### src/design/dfm_pkg.sv
// Shared types and constants for the debounced fault monitor.
// Holds the stream payload layouts, command codes, register indexes and debounce counts.
// No dependencies.
`timescale 1ns / 1ps

package dfm_pkg;

    localparam int NUM_CH  = 11;
    localparam int NUM_MOD = 5;

    // Channel positions in the fault vectors
    localparam int CH_ACC     = 0;
    localparam int CH_RTC     = 1;
    localparam int CH_R3_HIGH = 2;
    localparam int CH_R3_LOW  = 3;
    localparam int CH_R5_HIGH = 4;
    localparam int CH_R5_LOW  = 5;
    localparam int CH_DC_HIGH = 6;
    localparam int CH_AUDIO   = 7;
    localparam int CH_TRACKS  = 8;
    localparam int CH_WIFI    = 9;
    localparam int CH_MEMORY  = 10;

    // Status flag bit positions
    localparam int FL_ACC_READY    = 0;
    localparam int FL_RTC_READABLE = 1;
    localparam int FL_POWER        = 2;
    localparam int FL_AUD_PRESENT  = 3;
    localparam int FL_AUD_FAULT    = 4;
    localparam int FL_AUD_READY    = 5;
    localparam int FL_AUD_RESP     = 6;
    localparam int FL_AUD_MODULE   = 7;
    localparam int FL_COUNT_VALID  = 8;
    localparam int FL_WIFI_PRESENT = 9;
    localparam int FL_WIFI_ERROR   = 10;
    localparam int FL_SUMMARY      = 11;
    localparam int FL_FLASH_READY  = 12;
    localparam int FL_MEM_READY    = 13;

    // Command codes carried in tuser
    localparam logic [2:0] CMD_SAMPLE    = 3'd0;
    localparam logic [2:0] CMD_SET_EXT   = 3'd1;
    localparam logic [2:0] CMD_CLEAR_EXT = 3'd2;
    localparam logic [2:0] CMD_READ      = 3'd3;
    localparam logic [2:0] CMD_CONSUME   = 3'd4;
    localparam logic [2:0] CMD_RESET_WIN = 3'd5;

    // Configuration register indexes
    localparam logic [2:0] REG_R3_HIGH  = 3'd0;
    localparam logic [2:0] REG_R3_LOW   = 3'd1;
    localparam logic [2:0] REG_R3_HYST  = 3'd2;
    localparam logic [2:0] REG_R5_HIGH  = 3'd3;
    localparam logic [2:0] REG_R5_LOW   = 3'd4;
    localparam logic [2:0] REG_DC_HIGH  = 3'd5;
    localparam logic [2:0] REG_R5_HYST  = 3'd6;
    localparam logic [2:0] REG_CLK_MIN  = 3'd7;

    // Register reset values
    localparam logic [11:0] RST_R3_HIGH = 12'd360;
    localparam logic [11:0] RST_R3_LOW  = 12'd300;
    localparam logic [7:0]  RST_R3_HYST = 8'd5;
    localparam logic [11:0] RST_R5_HIGH = 12'd550;
    localparam logic [11:0] RST_R5_LOW  = 12'd450;
    localparam logic [11:0] RST_DC_HIGH = 12'd800;
    localparam logic [7:0]  RST_R5_HYST = 8'd10;
    localparam logic [31:0] RST_CLK_MIN = 32'd41904000;

    localparam logic [15:0] MIN_TRACKS = 16'd1;

    // Debounce counts, channel 10 in the top slot down to channel 0
    localparam logic [NUM_CH-1:0][2:0] SET_COUNT =
        {3'd1, 3'd3, 3'd1, 3'd3, 3'd3, 3'd3, 3'd3, 3'd3, 3'd3, 3'd1, 3'd1};
    localparam logic [NUM_CH-1:0][2:0] CLEAR_COUNT =
        {3'd3, 3'd5, 3'd3, 3'd5, 3'd5, 3'd5, 3'd5, 3'd5, 3'd5, 3'd1, 3'd3};

    // Channels held while power is absent
    localparam logic [NUM_CH-1:0] POWER_CH_MASK = 11'h07C;

    typedef struct packed {
        logic       active;
        logic [2:0] set_cnt;
        logic [2:0] clr_cnt;
    } deb_state_t;

    // Input payload, last field in the lowest bits
    typedef struct packed {
        logic [2:0]        pad;
        logic [NUM_CH-1:0] fault_mask;
        logic [31:0]       clock_seconds;
        logic [15:0]       track_count;
        logic [11:0]       supply_level;
        logic [11:0]       rail5_level;
        logic [11:0]       rail3_level;
        logic [13:0]       status_flags;
    } in_item_t;

    // Result payload, last field in the lowest bits
    typedef struct packed {
        logic [NUM_MOD-1:0] window_module_ok;
        logic [NUM_MOD-1:0] current_module_ok;
        logic [NUM_CH-1:0]  window_faults;
        logic [NUM_CH-1:0]  current_faults;
    } out_item_t;

endpackage

### src/design/debounced_fault_monitor.sv
// Debounced fault monitor top level: eleven debounced fault channels, external
// faults and a sticky fault window. Depends on dfm_pkg.
`timescale 1ns / 1ps

// Usage
//   Requests arrive on the s_ stream: tuser carries the command (sample, set
//   external, clear external, read, consume window, reset window), tdata the
//   status flags, rail levels, track count, RTC seconds and fault mask. Every
//   request produces exactly one result on the m_ stream with the current and
//   window fault vectors and their per-module OK bits.
//   Thresholds and the clock validity limit are written through cfg_we /
//   cfg_addr / cfg_wdata while no request is in flight.
//   Timing: an accepted request is registered in the request register, then
//   evaluated and written to the result register, which drives m_tvalid.
//   Throughput: one request per cycle while the result register is free or
//   draining; all eleven channels update in parallel through one level of
//   compare and counter logic between the request and result registers.
//   Reset (aresetn low, synchronous) clears all debounce counters, fault
//   vectors and the window, and restores the register defaults.
//   When the receiver stalls, the result register holds its value and the
//   request register holds one more request; s_tready drops only when both
//   are full.

module debounced_fault_monitor (
    input  logic         aclk,
    input  logic         aresetn,
    // Configuration write port
    input  logic         cfg_we,
    input  logic [2:0]   cfg_addr,
    input  logic [31:0]  cfg_wdata,
    // Request stream
    input  logic         s_tvalid,
    output logic         s_tready,
    // tdata, low bit up: status_flags[13:0], rail3_level[25:14], rail5_level[37:26],
    // supply_level[49:38], track_count[65:50], clock_seconds[97:66],
    // fault_mask[108:98], zero pad[111:109]
    input  logic [111:0] s_tdata,
    // tuser: command[2:0]
    input  logic [2:0]   s_tuser,
    // Result stream
    output logic         m_tvalid,
    input  logic         m_tready,
    // tdata, low bit up: current_faults[10:0], window_faults[21:11],
    // current_module_ok[26:22], window_module_ok[31:27]
    output logic [31:0]  m_tdata
);

    localparam int NCH = dfm_pkg::NUM_CH;

    // Configuration registers
    logic [11:0] r3_high_reg, r3_low_reg, r5_high_reg, r5_low_reg, dc_high_reg;
    logic [7:0]  r3_hyst_reg, r5_hyst_reg;
    logic [31:0] clk_min_reg;

    // Request register
    logic              in_valid_reg;
    dfm_pkg::in_item_t in_item_reg;
    logic [2:0]        in_cmd_reg;

    // Monitor state
    dfm_pkg::deb_state_t [NCH-1:0] deb_reg, deb_next;
    logic [NCH-1:0] auto_reg, auto_next;
    logic [NCH-1:0] ext_reg, ext_next;
    logic [NCH-1:0] win_reg, win_next;

    // Result register
    logic               m_tvalid_reg;
    dfm_pkg::out_item_t out_reg, out_next;

    logic out_free;
    logic proc;

    assign out_free = !m_tvalid_reg || m_tready;
    assign proc     = in_valid_reg && out_free;
    assign s_tready = !in_valid_reg || out_free;
    assign m_tvalid = m_tvalid_reg;
    assign m_tdata  = out_reg;

    // One debounce step of a channel
    function automatic dfm_pkg::deb_state_t deb_step(input dfm_pkg::deb_state_t cur,
                                                     input logic fault,
                                                     input logic [2:0] nset,
                                                     input logic [2:0] nclr);
        dfm_pkg::deb_state_t nx;
        logic [2:0] cnt;
        nx = cur;
        if (cur.active) begin
            if (fault) begin
                nx.clr_cnt = 3'd0;
                nx.set_cnt = nset;
            end else begin
                nx.set_cnt = 3'd0;
                cnt = (cur.clr_cnt < nclr) ? cur.clr_cnt + 3'd1 : cur.clr_cnt;
                if (cnt >= nclr) begin
                    nx.active  = 1'b0;
                    nx.clr_cnt = 3'd0;
                end else begin
                    nx.clr_cnt = cnt;
                end
            end
        end else begin
            if (fault) begin
                nx.clr_cnt = 3'd0;
                cnt = (cur.set_cnt < nset) ? cur.set_cnt + 3'd1 : cur.set_cnt;
                if (cnt >= nset) begin
                    nx.active  = 1'b1;
                    nx.set_cnt = nset;
                end else begin
                    nx.set_cnt = cnt;
                end
            end else begin
                nx.set_cnt = 3'd0;
                nx.clr_cnt = nclr;
            end
        end
        return nx;
    endfunction

    // Overvoltage compare; the clear point is taken without wrap
    function automatic logic high_cmp(input logic active, input logic [11:0] lvl,
                                      input logic [11:0] set, input logic [7:0] hyst);
        logic [12:0] sum;
        sum = {1'b0, lvl} + {5'd0, hyst};
        return active ? (sum >= {1'b0, set}) : (lvl > set);
    endfunction

    // Undervoltage compare
    function automatic logic low_cmp(input logic active, input logic [11:0] lvl,
                                     input logic [11:0] set, input logic [7:0] hyst);
        logic [12:0] sum;
        sum = {1'b0, set} + {5'd0, hyst};
        return active ? ({1'b0, lvl} <= sum) : (lvl < set);
    endfunction

    function automatic logic [dfm_pkg::NUM_MOD-1:0] module_ok(input logic [NCH-1:0] f);
        return {~|f[10], ~|f[9], ~|f[8:7], ~|f[6:2], ~|f[1:0]};
    endfunction

    // Channel evaluation
    logic [13:0]    fl;
    logic [NCH-1:0] cond;
    logic           track_qual;
    logic [NCH-1:0] sample_faults;

    always_comb begin
        fl = in_item_reg.status_flags;
        track_qual = fl[dfm_pkg::FL_AUD_PRESENT] && fl[dfm_pkg::FL_AUD_READY]
                     && !fl[dfm_pkg::FL_AUD_FAULT] && fl[dfm_pkg::FL_AUD_MODULE]
                     && fl[dfm_pkg::FL_COUNT_VALID];

        cond[dfm_pkg::CH_ACC] = !fl[dfm_pkg::FL_ACC_READY];
        cond[dfm_pkg::CH_RTC] = !fl[dfm_pkg::FL_RTC_READABLE]
                                || (in_item_reg.clock_seconds < clk_min_reg);
        cond[dfm_pkg::CH_R3_HIGH] = high_cmp(deb_reg[dfm_pkg::CH_R3_HIGH].active,
                                             in_item_reg.rail3_level, r3_high_reg, r3_hyst_reg);
        cond[dfm_pkg::CH_R3_LOW]  = low_cmp(deb_reg[dfm_pkg::CH_R3_LOW].active,
                                            in_item_reg.rail3_level, r3_low_reg, r3_hyst_reg);
        cond[dfm_pkg::CH_R5_HIGH] = high_cmp(deb_reg[dfm_pkg::CH_R5_HIGH].active,
                                             in_item_reg.rail5_level, r5_high_reg, r5_hyst_reg);
        cond[dfm_pkg::CH_R5_LOW]  = low_cmp(deb_reg[dfm_pkg::CH_R5_LOW].active,
                                            in_item_reg.rail5_level, r5_low_reg, r5_hyst_reg);
        cond[dfm_pkg::CH_DC_HIGH] = high_cmp(deb_reg[dfm_pkg::CH_DC_HIGH].active,
                                             in_item_reg.supply_level, dc_high_reg,
                                             r5_hyst_reg);
        cond[dfm_pkg::CH_AUDIO] = !fl[dfm_pkg::FL_AUD_PRESENT] || fl[dfm_pkg::FL_AUD_FAULT]
                                  || !fl[dfm_pkg::FL_AUD_RESP];
        // Unqualified track count is seen as clean
        cond[dfm_pkg::CH_TRACKS] = track_qual && (in_item_reg.track_count < dfm_pkg::MIN_TRACKS);
        cond[dfm_pkg::CH_WIFI] = !fl[dfm_pkg::FL_WIFI_PRESENT] || fl[dfm_pkg::FL_WIFI_ERROR];
        cond[dfm_pkg::CH_MEMORY] = !fl[dfm_pkg::FL_SUMMARY] || !fl[dfm_pkg::FL_FLASH_READY]
                                   || !fl[dfm_pkg::FL_MEM_READY];

        // Channels are independent: advance each debounce in parallel
        for (int i = 0; i < NCH; i++) begin
            deb_next[i] = deb_step(deb_reg[i], cond[i], dfm_pkg::SET_COUNT[i],
                                   dfm_pkg::CLEAR_COUNT[i]);
            sample_faults[i] = deb_next[i].active;
        end

        // Power absent: hold the rail channels and report them clean
        if (!fl[dfm_pkg::FL_POWER]) begin
            for (int i = 0; i < NCH; i++) begin
                if (dfm_pkg::POWER_CH_MASK[i]) begin
                    deb_next[i]      = deb_reg[i];
                    sample_faults[i] = 1'b0;
                end
            end
        end
        sample_faults[dfm_pkg::CH_TRACKS] = track_qual && deb_next[dfm_pkg::CH_TRACKS].active;
    end

    // Command handling
    logic [NCH-1:0] cur_faults, win_pre, win_out;

    always_comb begin
        auto_next = auto_reg;
        ext_next  = ext_reg;
        win_pre   = win_reg;
        case (in_cmd_reg)
            dfm_pkg::CMD_SAMPLE: begin
                auto_next = sample_faults;
                win_pre   = win_reg | sample_faults | ext_reg;
            end
            dfm_pkg::CMD_SET_EXT: begin
                ext_next = ext_reg | in_item_reg.fault_mask;
                win_pre  = win_reg | in_item_reg.fault_mask;
            end
            dfm_pkg::CMD_CLEAR_EXT: begin
                ext_next = ext_reg & ~in_item_reg.fault_mask;
            end
            dfm_pkg::CMD_RESET_WIN: begin
                win_pre = auto_reg | ext_reg;
            end
            default: begin
                // read, consume and unused codes change no fault bits here
            end
        endcase
        cur_faults = auto_next | ext_next;
        win_out    = win_pre | cur_faults;
        // Consume reports the window, then restarts it from the current faults
        win_next   = (in_cmd_reg == dfm_pkg::CMD_CONSUME) ? cur_faults : win_pre;

        out_next.current_faults    = cur_faults;
        out_next.window_faults     = win_out;
        out_next.current_module_ok = module_ok(cur_faults);
        out_next.window_module_ok  = module_ok(win_out);
    end

    // Configuration registers
    always_ff @(posedge aclk) begin
        if (!aresetn) begin
            r3_high_reg <= dfm_pkg::RST_R3_HIGH;
            r3_low_reg  <= dfm_pkg::RST_R3_LOW;
            r3_hyst_reg <= dfm_pkg::RST_R3_HYST;
            r5_high_reg <= dfm_pkg::RST_R5_HIGH;
            r5_low_reg  <= dfm_pkg::RST_R5_LOW;
            dc_high_reg <= dfm_pkg::RST_DC_HIGH;
            r5_hyst_reg <= dfm_pkg::RST_R5_HYST;
            clk_min_reg <= dfm_pkg::RST_CLK_MIN;
        end else if (cfg_we) begin
            case (cfg_addr)
                dfm_pkg::REG_R3_HIGH: r3_high_reg <= cfg_wdata[11:0];
                dfm_pkg::REG_R3_LOW:  r3_low_reg  <= cfg_wdata[11:0];
                dfm_pkg::REG_R3_HYST: r3_hyst_reg <= cfg_wdata[7:0];
                dfm_pkg::REG_R5_HIGH: r5_high_reg <= cfg_wdata[11:0];
                dfm_pkg::REG_R5_LOW:  r5_low_reg  <= cfg_wdata[11:0];
                dfm_pkg::REG_DC_HIGH: dc_high_reg <= cfg_wdata[11:0];
                dfm_pkg::REG_R5_HYST: r5_hyst_reg <= cfg_wdata[7:0];
                dfm_pkg::REG_CLK_MIN: clk_min_reg <= cfg_wdata;
                default: begin
                end
            endcase
        end
    end

    // Request register: load whenever the slot is free or draining
    always_ff @(posedge aclk) begin
        if (!aresetn) begin
            in_valid_reg <= 1'b0;
        end else if (s_tready) begin
            in_valid_reg <= s_tvalid;
        end
    end

    always_ff @(posedge aclk) begin
        if (s_tready && s_tvalid) begin
            in_item_reg <= s_tdata;
            in_cmd_reg  <= s_tuser;
        end
    end

    // Monitor state and result register
    always_ff @(posedge aclk) begin
        if (!aresetn) begin
            deb_reg      <= '0;
            auto_reg     <= '0;
            ext_reg      <= '0;
            win_reg      <= '0;
            m_tvalid_reg <= 1'b0;
        end else begin
            if (proc) begin
                // Advance debounce state on samples only
                if (in_cmd_reg == dfm_pkg::CMD_SAMPLE) begin
                    deb_reg <= deb_next;
                end
                auto_reg <= auto_next;
                ext_reg  <= ext_next;
                win_reg  <= win_next;
            end
            if (proc) begin
                m_tvalid_reg <= 1'b1;
            end else if (m_tready) begin
                m_tvalid_reg <= 1'b0;
            end
        end
    end

    always_ff @(posedge aclk) begin
        if (proc) begin
            out_reg <= out_next;
        end
    end

    // The window always covers the current faults
    assert property (@(posedge aclk) disable iff (!aresetn)
        m_tvalid_reg |-> ((out_reg.window_faults & out_reg.current_faults)
                          == out_reg.current_faults))
        else $error("window result misses a current fault");

    // A sample without power leaves the rail debounce state untouched
    assert property (@(posedge aclk) disable iff (!aresetn)
        (proc && in_cmd_reg == dfm_pkg::CMD_SAMPLE
         && !in_item_reg.status_flags[dfm_pkg::FL_POWER])
        |=> $stable(deb_reg[dfm_pkg::CH_DC_HIGH:dfm_pkg::CH_R3_HIGH]))
        else $error("rail channels changed while power absent");

    // Reset leaves no fault bits behind
    assert property (@(posedge aclk)
        $past(!aresetn) |-> (ext_reg == '0 && win_reg == '0 && auto_reg == '0 && !m_tvalid_reg))
        else $error("fault state not cleared by reset");

    // An empty result register never blocks requests
    assert property (@(posedge aclk) disable iff (!aresetn)
        !m_tvalid_reg |-> s_tready)
        else $error("request stalled with empty result register");

endmodule

### config.mk
export PLATFORM = sky130hd
export DESIGN_NAME = debounced_fault_monitor
export DESIGN_NICKNAME = d
export VERILOG_FILES = /design/src/design/dfm_pkg.sv /design/src/design/debounced_fault_monitor.sv
export SDC_FILE = /design/constraint.sdc
export NUM_CORES = 1
export LEC_CHECK = 0
export ABC_CLOCK_PERIOD_IN_PS = 3900
export BUFFER_PORTS_ARGS = -buffer_cell sky130_fd_sc_hd__clkbuf_2
export CAP_MARGIN = 20
export CORE_ASPECT_RATIO = 0.75
export CORE_UTILIZATION = 54
export DETAILED_ROUTE_END_ITERATION = 10
export PLACE_DENSITY = 0.77
export SLEW_MARGIN = 10
export SYNTH_ARGS = -nofsm -noshare
export SYNTH_HDL_FRONTEND = slang
export SYNTH_SLANG_ARGS = --single-unit
### constraint.sdc
create_clock -name aclk -period 3.9 [get_ports aclk]
set_clock_uncertainty 0.15 [all_clocks]
set_input_delay 0 -clock aclk [delete_from_list [all_inputs] [get_ports aclk]]
set_output_delay 0 -clock aclk [all_outputs]
set_load 0.1 [all_outputs]
==> reports/metrics.yaml <==
place:
  portBuffers: 185
  dp_hpwl_um: 37280
  placed_area_um2: 20950
  gp_congestion: 0.9302
  dp.cells: 2701
power:
  p_leak_nw: 10.12
  powerDensity_nw_per_um2: 367.5
  irDropWorstVdd_mv: 0.4205
setup_path:
  worst_r2r_startpoint: "r3_hyst_reg[0]"
  critPathArrivalTime_ns: 4.29
  rr_endpoint: "m_tdata[14]"
  path_max_fanout: 3
  crit_path_frequent_cell: "and3_4"
  crit_buf_inv: 1
  slowest_delay_ns: 0.41
  cpLargestDelayFamily: "compound AO/OA/AOI/OAI gates"
  worstSetupPathType: "register to register"
  crit_chain: "ha_4, inv_2, fa_2, nor2b_4, o31ai_4, a21o_2, nor3_2, xnor2_1, ha_1, and3_4, and3_4, o221ai_4, a211oi_4, a21oi_2, a211o_1, a31o_1, or2_1"
  critPathRequiredTime_ns: 4.05
  cp_slowest_cell: "fa_2"
  reg2regPathDepth: 17
  cp.depth: 17
  startpoint_type: "register"
  end_kind: "register"
  regToRegSetupSlack_ns: -0.24
cts:
  cts_buffers: 36
  insertion_delay_ns: 0.56
  clk_pin_slew_ns: 0.08
  cts_tree: "built"
  cts_root_buf: "clkbuf_16"
  cts-htree-levels: 2
  clock-sinks: 348
  clock_path_buffers: 3
detailed_routing:
  ant_nets: 0
  drc: 0
  via_per_inst: 5.902
  drt-total-wl_um: 56830
  wire_per_inst_um: 19.22
  vias: 17450
  drt-pass1-iter-count: 9
  drt_first_iter_violations: 1559
global_route:
  grt.overflow.total: 0
  grt_max_degree: 75
  grt_first_pass_wirelength_um: 87870
  grt_usage: 0.3115
  first_global_vias: 17050
  antenna_found_initial: 0
cells_and_area:
  final_core_util: 0.7187
  fillers: 2396
  drive_gt1_frac: 0.1979
  instances_no_fill: 2956
  fin_nets: 2844
  antenna_cells: 0
  fin_area_um2: 24460
  largest_reg_flops: 95
  area_delta_synth_final_pct: 29.17
synth:
  synthCells: 2040
  synthTopCellsByArea: "edfxtp_1, dfxtp_1, ha_1"
  synth_nets: 2406
  synth_top_family_by_area: "compound AO/OA/AOI/OAI gates"
  synth_mux_area_frac: 0.001123
  synth.avg_cell_area_um2: 9.283
  ys_seq_area_frac: 0.4440
  ys_ff_latch: 348
  ys.flop_type: "dfxtp_1"
  yosys.area.top_type_share: 0.2283
  ys_async_sr_fraction: 0
  synth_top_cell_by_area: "edfxtp_1"
  syn-cell-area_um2: 18940
  ys_types: 83
  synth-compound-area-share: 0.1771
  synth_xor_area_frac: 0.02081
  yosysWarningCount: 0
  synth_edf_count: 144
  synth_fa_ha_area_frac: 0.1414
  synth-simple-area-share: 0.1709
sta:
  rsz0062_at_grt: "yes"
  finalCriticalPeriod_ns: 4.141
  finalSetupViolations: 5
  finalSetupTns_ns: -0.6785
  slew_headroom: 0.2511
  worst_pin_slew_ns: 1.121
  period_share: 1.062
  fmax_ghz: 0.2415
  timing.final.hold_violations: 0
  final.setup.worst_slack_ns: -0.2405
  finalMaxSlewViolations: 0
run_status:
  violations: "negative setup slack"
  status: "finished, violations left"
job:
  drv_cap: 0
worst_hold_path:
  min_to: "in_item_reg[91]"
  min_path_cells: 2
  hp-class: "input pin to register"
  hp-start: "s_tdata[91]"
floorplan:
  initial_core_util: 0.5564
  die_height_um: 164.2
  core-area_um2: 34040
  die_x_um: 218.2
  die_area_um2: 35830
  ios: 189
  rows: 58
cell usage after synthesis (11+ instances only):
| master | number |
|---|---|
| inv_1 | 141 |
| nand2b_1 | 20 |
| or3_1 | 11 |
| a22oi_1 | 11 |
| edfxtp_1 | 144 |
| nor2_1 | 143 |
| dfxtp_1 | 204 |
| nand4_1 | 30 |
| a21o_1 | 19 |
| nand2_1 | 297 |
| ha_1 | 206 |
| nor3_1 | 35 |
| o21ai_0 | 59 |
| and3_1 | 14 |
| o211ai_1 | 59 |
| xnor2_1 | 25 |
| o21a_1 | 13 |
| xor2_1 | 20 |
| o21bai_1 | 12 |
| a211oi_1 | 32 |
| nand3_1 | 58 |
| a21oi_1 | 196 |
| nor3b_1 | 12 |
| clkbuf_1 | 61 |
| a31oi_1 | 16 |
| nand3b_1 | 12 |
| nor2b_1 | 24 |
worst max path at each step:
stage                             end  slack, ns       startpoint
after floorplan           m_tdata[14]      0.008   r3_hyst_reg[0]
final                     m_tdata[14]      -0.24   r3_hyst_reg[0]
after CTS                 m_tdata[28]      -0.05   r3_hyst_reg[0]
after detailed placement   win_reg[3]      -0.29    r3_low_reg[1]
after global routing      m_tdata[28]      -0.36  in_item_reg[14]
after global placement    m_tdata[28]      -0.17   r3_hyst_reg[0]
cell type report:
| class | count | area [um^2] | area share |
|---|---|---|---|
| Tap cell | 450 | 563.0 | 0.02302 |
| Clock inverter | 20 | 180.2 | 0.007366 |
| Clock buffer | 46 | 989.7 | 0.04046 |
| Inverter | 143 | 539.3 | 0.02205 |
| Sequential cell | 348 | 8422 | 0.3443 |
| Timing Repair Buffer | 479 | 3586 | 0.1466 |
| Multi-Input combinational cell | 1470 | 10180 | 0.4162 |
where the power goes:
group	internal (W)	switching, W
registers	0.00395	0.000111
logic	0.000601	0.000854
clock network	0.00195	0.00152
total	0.00650	0.00248
cells by family (layout without fill, tap and decap cells):
kind of cell    after synthesis  count (layout)
compound gates              511             511
xor+xnor                     45              45
fa+ha+maj                   211             211
buf+inv                     222             688
flops                       348             348
mux                           2               2
simple gates                701             701
per-stage QoR:
stage	power, W	setup slack [ns]	hold slack, ns
floorplan	0.004913	0.008046	-0.05113
global placement	0.005277	-0.1675	0.02644
detailed placement	0.005326	-0.2907	0.02861
CTS	0.008888	-0.04682	0.0003634
global route	0.009302	-0.3605	0.004551
finish	0.008988	-0.2405	0.008814
cell usage in the layout, fill, tap and decap left out, drive strengths merged, types with 7 or more instances in the layout:
| cell type | instances |
|---|---|
| nand2b | 20 |
| dfxtp | 204 |
| nor3b | 12 |
| dlygate4sd3 | 161 |
| or2 | 10 |
| xor2 | 20 |
| nor4 | 9 |
| clkbuf | 231 |
| nand4 | 30 |
| nand3b | 12 |
| a21o | 20 |
| or3 | 11 |
| nor2b | 24 |
| o31ai | 11 |
| edfxtp | 144 |
| nor3 | 35 |
| nand3 | 58 |
| o21a | 13 |
| a21oi | 198 |
| xnor2 | 25 |
| o211ai | 59 |
| buf | 133 |
| ha | 206 |
| a31oi | 16 |
| and3 | 14 |
| clkinv | 13 |
| a211o | 8 |
| nor2 | 143 |
| inv | 145 |
| and2 | 9 |
| o21bai | 12 |
| a22oi | 11 |
| a211oi | 34 |
| or4 | 7 |
| nand2 | 297 |
| o21ai | 61 |
repair_timing:
| action | CTS | global route |
|---|---|---|
| endpoints found under the setup margin | 16 | 21 |
| hold buffers | 161 | 0 |
| pin swaps | 51 | 52 |
| setup buffers | 13 | 13 |
| resized for setup | 55 | 62 |
| hold endpoints to repair | 269 | 0 |
per-layer routing:
layer | share of wire | up-vias | track usage
li1 | - | 8244 | -
met1 | 0.43 | 8236 | 0.4167
met2 | 0.45 | 819 | 0.5001
met3 | 0.088 | 148 | 0.06370
met4 | 0.031 | 0 | 0.1097
met5 | 0 | - | 0
No activity file was read; power rests on OpenSTA's default activity.
